File: config.mk
export PLATFORM = sky130hd
export DESIGN_NAME = skl_ctrl
export DESIGN_NICKNAME = d
export VERILOG_FILES = /design/src/rtl/sorted_key_table_lookup_assert.svh /design/src/rtl/skl_pkg.sv /design/src/rtl/skl_ctrl.sv
export SDC_FILE = /design/constraint.sdc
export NUM_CORES = 1
export LEC_CHECK = 0
export ABC_AREA = 1
export BUFFER_PORTS_ARGS = -buffer_cell sky130_fd_sc_hd__buf_2
export CAP_MARGIN = 20
export CELL_PAD_IN_SITES_DETAIL_PLACEMENT = 0
export CELL_PAD_IN_SITES_GLOBAL_PLACEMENT = 1
export CORE_MARGIN = 4
export CORE_UTILIZATION = 24
export CTS_CLUSTER_SIZE = 20
export DETAILED_ROUTE_END_ITERATION = 7
export PLACE_DENSITY = 0.77
export SYNTH_ARGS = -nofsm -noshare
export SYNTH_HDL_FRONTEND = slang
export SYNTH_SLANG_ARGS = --single-unit
File: constraint.sdc
create_clock -name clk -period 1.4 [get_ports clk]
set_clock_uncertainty 0.15 [all_clocks]
set_input_delay 0 -clock clk [delete_from_list [all_inputs] [get_ports clk]]
set_output_delay 0 -clock clk [all_outputs]
set_load 0.005 [all_outputs]
File: src/rtl/sorted_key_table_lookup_assert.svh
// Assertion macros for the sorted key table lookup block.
// Used by the top level; expects a clock named clk and a reset named rst in scope.
`ifndef SORTED_KEY_TABLE_LOOKUP_ASSERT_SVH
`define SORTED_KEY_TABLE_LOOKUP_ASSERT_SVH
`ifndef ASSERT_OFF
`define SKL_ASSERT_IMP(lbl, ante, cons) \
  lbl: assert property (@(posedge clk) disable iff (rst) (ante) |-> (cons)) \
    else $error("assertion failed");
`define SKL_ASSERT_NEXT(lbl, ante, cons) \
  lbl: assert property (@(posedge clk) disable iff (rst) (ante) |=> (cons)) \
    else $error("assertion failed");
`else
`define SKL_ASSERT_IMP(lbl, ante, cons)
`define SKL_ASSERT_NEXT(lbl, ante, cons)
`endif
`endif

File: src/rtl/skl_pkg.sv
// Shared types, constants and key helper for the sorted key table lookup.
// No dependencies.
package skl_pkg;

  localparam int TABLE_DEPTH = 4096;
  localparam int ADDR_W      = $clog2(TABLE_DEPTH);
  localparam int CNT_W       = $clog2(TABLE_DEPTH + 1);
  localparam int KEY_W       = 80;
  localparam int MASK_W      = 64;
  localparam int MASKS_W     = 4 * MASK_W;
  localparam int ENTRY_W     = KEY_W + MASKS_W;

  localparam logic [1:0] ACT_CLEAR  = 2'd0;
  localparam logic [1:0] ACT_INSERT = 2'd1;

  localparam logic [2:0] ST_HIT      = 3'd0;
  localparam logic [2:0] ST_MISS     = 3'd1;
  localparam logic [2:0] ST_INSERTED = 3'd2;
  localparam logic [2:0] ST_FULL     = 3'd3;
  localparam logic [2:0] ST_CLEARED  = 3'd4;

  typedef enum logic [3:0] {
    S_IDLE,
    S_DISPATCH,
    S_SEARCH_RD,
    S_SEARCH_CMP,
    S_MATCH_RD,
    S_MATCH_CHK,
    S_SHIFT_RD,
    S_SHIFT_WR,
    S_DONE
  } state_t;

  typedef enum logic [1:0] {
    RD_LO,
    RD_MID,
    RD_SHIFT
  } rd_src_t;

  typedef struct packed {
    logic       capture;
    logic       clear_count;
    rd_src_t    rd_src;
    logic       search_step;
    logic       shift_init;
    logic       shift_wr;
    logic       ins_wr;
    logic       set_status;
    logic [2:0] status_val;
    logic       res_load;
  } ctl_cmd_t;

  typedef struct packed {
    logic is_clear;
    logic is_insert;
    logic full;
    logic search_open;
    logic lo_in_range;
    logic shift_more;
    logic key_eq;
    logic out_free;
  } dp_stat_t;

  // Signed parts get their sign bit flipped so one unsigned compare orders the key.
  function automatic logic [KEY_W-1:0] make_key(logic [31:0] pep, logic [31:0] md,
                                                logic [7:0] nt, logic [7:0] ct);
    return {pep, md ^ 32'h8000_0000, nt ^ 8'h80, ct ^ 8'h80};
  endfunction

endpackage

File: src/rtl/skl_ctrl.sv
// Sequencer for clear, insert (search then shift) and lookup (search then match).
// Depends on skl_pkg.
module skl_ctrl import skl_pkg::*; (
  input  logic     clk,
  input  logic     rst,
  input  logic     in_valid,
  output logic     in_stall,
  input  dp_stat_t stat,
  output ctl_cmd_t cmd
);

  state_t state, state_next;

  always_ff @(posedge clk) begin
    if (rst) begin
      state <= S_IDLE;
    end else begin
      state <= state_next;
    end
  end

  always_comb begin
    state_next = state;
    unique case (state)
      S_IDLE:       if (in_valid) state_next = S_DISPATCH;
      S_DISPATCH: begin
        if (stat.is_clear || (stat.is_insert && stat.full)) begin
          state_next = S_DONE;
        end else begin
          state_next = S_SEARCH_RD;
        end
      end
      S_SEARCH_RD: begin
        if (stat.search_open) state_next = S_SEARCH_CMP;
        else if (stat.is_insert) state_next = S_SHIFT_RD;
        else state_next = S_MATCH_RD;
      end
      S_SEARCH_CMP: state_next = S_SEARCH_RD;
      S_MATCH_RD:   state_next = stat.lo_in_range ? S_MATCH_CHK : S_DONE;
      S_MATCH_CHK:  state_next = S_DONE;
      S_SHIFT_RD:   state_next = stat.shift_more ? S_SHIFT_WR : S_DONE;
      S_SHIFT_WR:   state_next = S_SHIFT_RD;
      S_DONE:       if (stat.out_free) state_next = S_IDLE;
      default:      state_next = S_IDLE;
    endcase
  end

  always_comb begin
    cmd      = '0;
    cmd.rd_src = RD_LO;
    in_stall = (state != S_IDLE);
    unique case (state)
      S_IDLE: cmd.capture = in_valid;
      S_DISPATCH: begin
        if (stat.is_clear) begin
          cmd.clear_count = 1'b1;
          cmd.set_status  = 1'b1;
          cmd.status_val  = ST_CLEARED;
        end else if (stat.is_insert && stat.full) begin
          cmd.set_status = 1'b1;
          cmd.status_val = ST_FULL;
        end
      end
      S_SEARCH_RD: begin
        if (stat.search_open) begin
          cmd.rd_src = RD_MID;
        end else if (stat.is_insert) begin
          cmd.shift_init = 1'b1;
        end
      end
      S_SEARCH_CMP: cmd.search_step = 1'b1;
      S_MATCH_RD: begin
        if (!stat.lo_in_range) begin
          cmd.set_status = 1'b1;
          cmd.status_val = ST_MISS;
        end
      end
      S_MATCH_CHK: begin
        cmd.set_status = 1'b1;
        cmd.status_val = stat.key_eq ? ST_HIT : ST_MISS;
      end
      S_SHIFT_RD: begin
        if (stat.shift_more) begin
          cmd.rd_src = RD_SHIFT;
        end else begin
          cmd.ins_wr     = 1'b1;
          cmd.set_status = 1'b1;
          cmd.status_val = ST_INSERTED;
        end
      end
      S_SHIFT_WR: cmd.shift_wr = 1'b1;
      S_DONE:     cmd.res_load = stat.out_free;
      default: ;
    endcase
  end

endmodule

==> impl_metrics.tcl <==
set metrics [dict create \
    register_area_sq_um 92.6 \
    cts.sink_count 4 \
    crit_chain "inv_4 -> nand2_4 -> nor2_4 -> nand4_1 -> o211ai_1 -> buf_2" \
    hold_class "input pin to flop" \
    yosys.area.top_type_share 0.198 \
    clock.fmax_ghz 0.725 \
    synth.area.top_cells "dfxtp_1, nand3_1, inv_1" \
    drcViolationCount 0 \
    num_vias 577 \
    synth_area_sq_um 404 \
    whs_endpoint "state[0]" \
    worstHoldStart "stat[2]" \
    diodes 0 \
    setup_ws_ns 0.0203 \
    drive_gt1_frac 0.458 \
    grt_first_pass_wirelength_mm 2.08 \
    p_switching_mw 0.281 \
    dpl.cell_count 115 \
    wl_per_cell_um 11.1 \
    r2r-start "state[3]" \
    grt_pass1_vias 502 \
    synthesis.nets 86 \
    yosys.area.top_type "dfxtp_1" \
    clockPowerShare 0.212 \
    wl_mm 1.37 \
    drv_cap 0 \
    largest-register "state" \
    area_growth_pct 64.1 \
    antenna_found_initial 0 \
    maxSlewHeadroom 0.841 \
    avgSynthCellArea_sq_um 5.39 \
    dpl.hpwl_mm 1.02 \
    p_comb_frac 0.518 \
    coreArea_sq_mm 0.00154 \
    grt_max_degree 8 \
    cts_buffers 3 \
    largest_reg_flops 4 \
    synth_edf_count 0 \
    async_flop_share 0 \
    drt_iter0_markers 8 \
    p_per_area_mw_per_mm2 1010 \
    rsz0062_at_grt "yes" \
    clk_pin_slew_ns 0.04 \
    synthFlopType "dfxtp_1" \
    grt_usage 0.109 \
    p_total_mw 0.667 \
    ys_seq_area_frac 0.198 \
    reg2reg_depth 8 \
    overflow 0 \
    seq_power_share 0.270 \
    rows 14 \
    hold_viol 0 \
    final_util 0.430 \
    multiInputGateArea_sq_um 299 \
    ios 25 \
    cts.htree.levels 1 \
    synthDistinctLibCells 12 \
    clk_latency_ns 0.24 \
    pre_cts_ws_ns 0.123 \
    p_leak_nw 0.406 \
    tritoncts "built" \
    cp_max_fo 4 \
    finalMaxSlewViolations 0 \
    drtPass1Iterations 4 \
    max_slew.worst_pin.slew_ns 0.238 \
    min_period_ns 1.38 \
    worstPathRequired_ns 1.25 \
    io_buffers 24 \
    cpLargestDelayFamily "flip-flops" \
    sw_frac_of_total 0.421 \
    r2r_slack_ns 0.17 \
    ys_warn_count 0 \
    initial_core_util 0.262 \
    ys_ff_latch 4 \
    cts_buffer_depth 2 \
    largestRegisters "state x4" \
    outcome "finished clean" \
    via_per_inst 4.69 \
    gp_congestion 0.809 \
    peakVddDrop_mv 0.464 \
    layout.cells.non_filler 123 \
    critPathLaunchType "flop" \
    cpPeakStageDelay_ns 0.37 \
    crit_buf_inv 2 \
    r2r-end "state[1]" \
    setup.worst_path.end_class "output port" \
    cts_root_buf "clkbuf_4" \
    hold_depth 5 \
    nets 120 \
    dieArea_sq_mm 0.00240 \
    worstSetupPathType "flop to output port" \
    internal-power_mw 0.386 \
    slowest_stage "dfxtp_4" \
    arrival_ns 1.23 \
    antenna_left 0 \
    finalCritPeriodShare 0.986 \
    synthCells 75 \
    final.fill_count 168 \
    setup_viol 0 \
    die_w_um 49.0 \
    die_h_um 49.0 \
    synthTopCellsByCount "inv_1, nand2_1, nand3_1" \
    fin_tns_setup_ns 0 \
]
-- metal layers --
metal	GRT usage	wire length, um	vias to the layer above
li1	-	-	307
met1	0.119	592	243
met2	0.180	649	23
met3	0.0520	99	4
met4	0.0404	24	0
met5	0	0	-
-- final cells by class --
| class | count | share of cell area |
|---|---|---|
| flip-flops and latches | 4 | 0.140 |
| inverters | 17 | 0.104 |
| repair buffers | 29 | 0.242 |
| multi-input cells | 54 | 0.451 |
| clock buffers | 3 | 0.0340 |
| well taps | 16 | 0.0302 |
-- cell families after synthesis --
group,count (synthesis),share of synthesized area
AND/OR/NAND/NOR,50,0.557
AO/OA/AOI/OAI,4,0.0867
flip-flops,4,0.198
buffers and inverters,17,0.158
-- worst min-delay path, stage by stage --
cell,delay (ns)
buf_2,0.11
nand3_1,0.10
nand3_1,0.08
nand2_1,0.06
nor2_1,0.04
-- power groups by stage --
stage               registers, mW  logic, mW  clock network, mW
floorplan                   0.160      0.184                  0
global placement            0.165      0.282                  0
detailed placement          0.165      0.279                  0
CTS                         0.166      0.295              0.148
global route                0.184      0.391              0.157
finish                      0.180      0.346              0.141
-- per-stage QoR --
step	hold slack [ns]	area, sq um
finish	0.0502	663
global route	0.0895	663
CTS	0.0244	597
detailed placement	0.0658	544
global placement	0.0603	544
floorplan	-0.0784	404
-- worst max path at each step --
stage              from       end  slack, ns  cells past startpoint
6_report       state[3]    cmd[1]       0.02                      6
5_1_grt        state[3]    cmd[1]      -0.05                      6
4_1_cts        state[2]    cmd[4]      -0.02                      5
3_5_place_dp   state[0]    cmd[1]       0.12                      5
3_3_place_gp   state[0]  state[0]       0.11                      6
2_1_floorplan  state[2]  state[3]       0.28                      6
-- layout by cell type, fill, tap and decap left out --
| cell | netlist | layout |
|---|---|---|
| buf_2 | 0 | 24 |
| nand2_1 | 15 | 13 |
| inv_1 | 15 | 13 |
| nand3_1 | 13 | 12 |
| nor2_1 | 12 | 11 |
| buf_4 | 0 | 4 |
| nor2_4 | 0 | 3 |
| o211ai_1 | 3 | 3 |
| nor3_1 | 3 | 3 |
| clkbuf_4 | 0 | 3 |
| dfxtp_4 | 0 | 3 |
| nor2_2 | 4 | 2 |
| inv_4 | 0 | 2 |
| inv_2 | 2 | 2 |
| nand4_1 | 2 | 2 |
| nand3_2 | 0 | 1 |
| nand2_2 | 0 | 1 |
| nand2_4 | 0 | 1 |
| nor4_2 | 0 | 1 |
| a211oi_2 | 1 | 1 |
| dlygate4sd3_1 | 0 | 1 |
| dfxtp_2 | 0 | 1 |
-- timing repair --
action / in CTS / in global routing
setup buffers: 1 / 3
setup endpoints to repair: 3 / 10
cloned: 0 / 0
hold buffers: 1 / 0
hold endpoints to repair: 4 / 0
pin swaps: 0 / 4
resized for setup: 5 / 15
(Power assumes the default switching activity.)
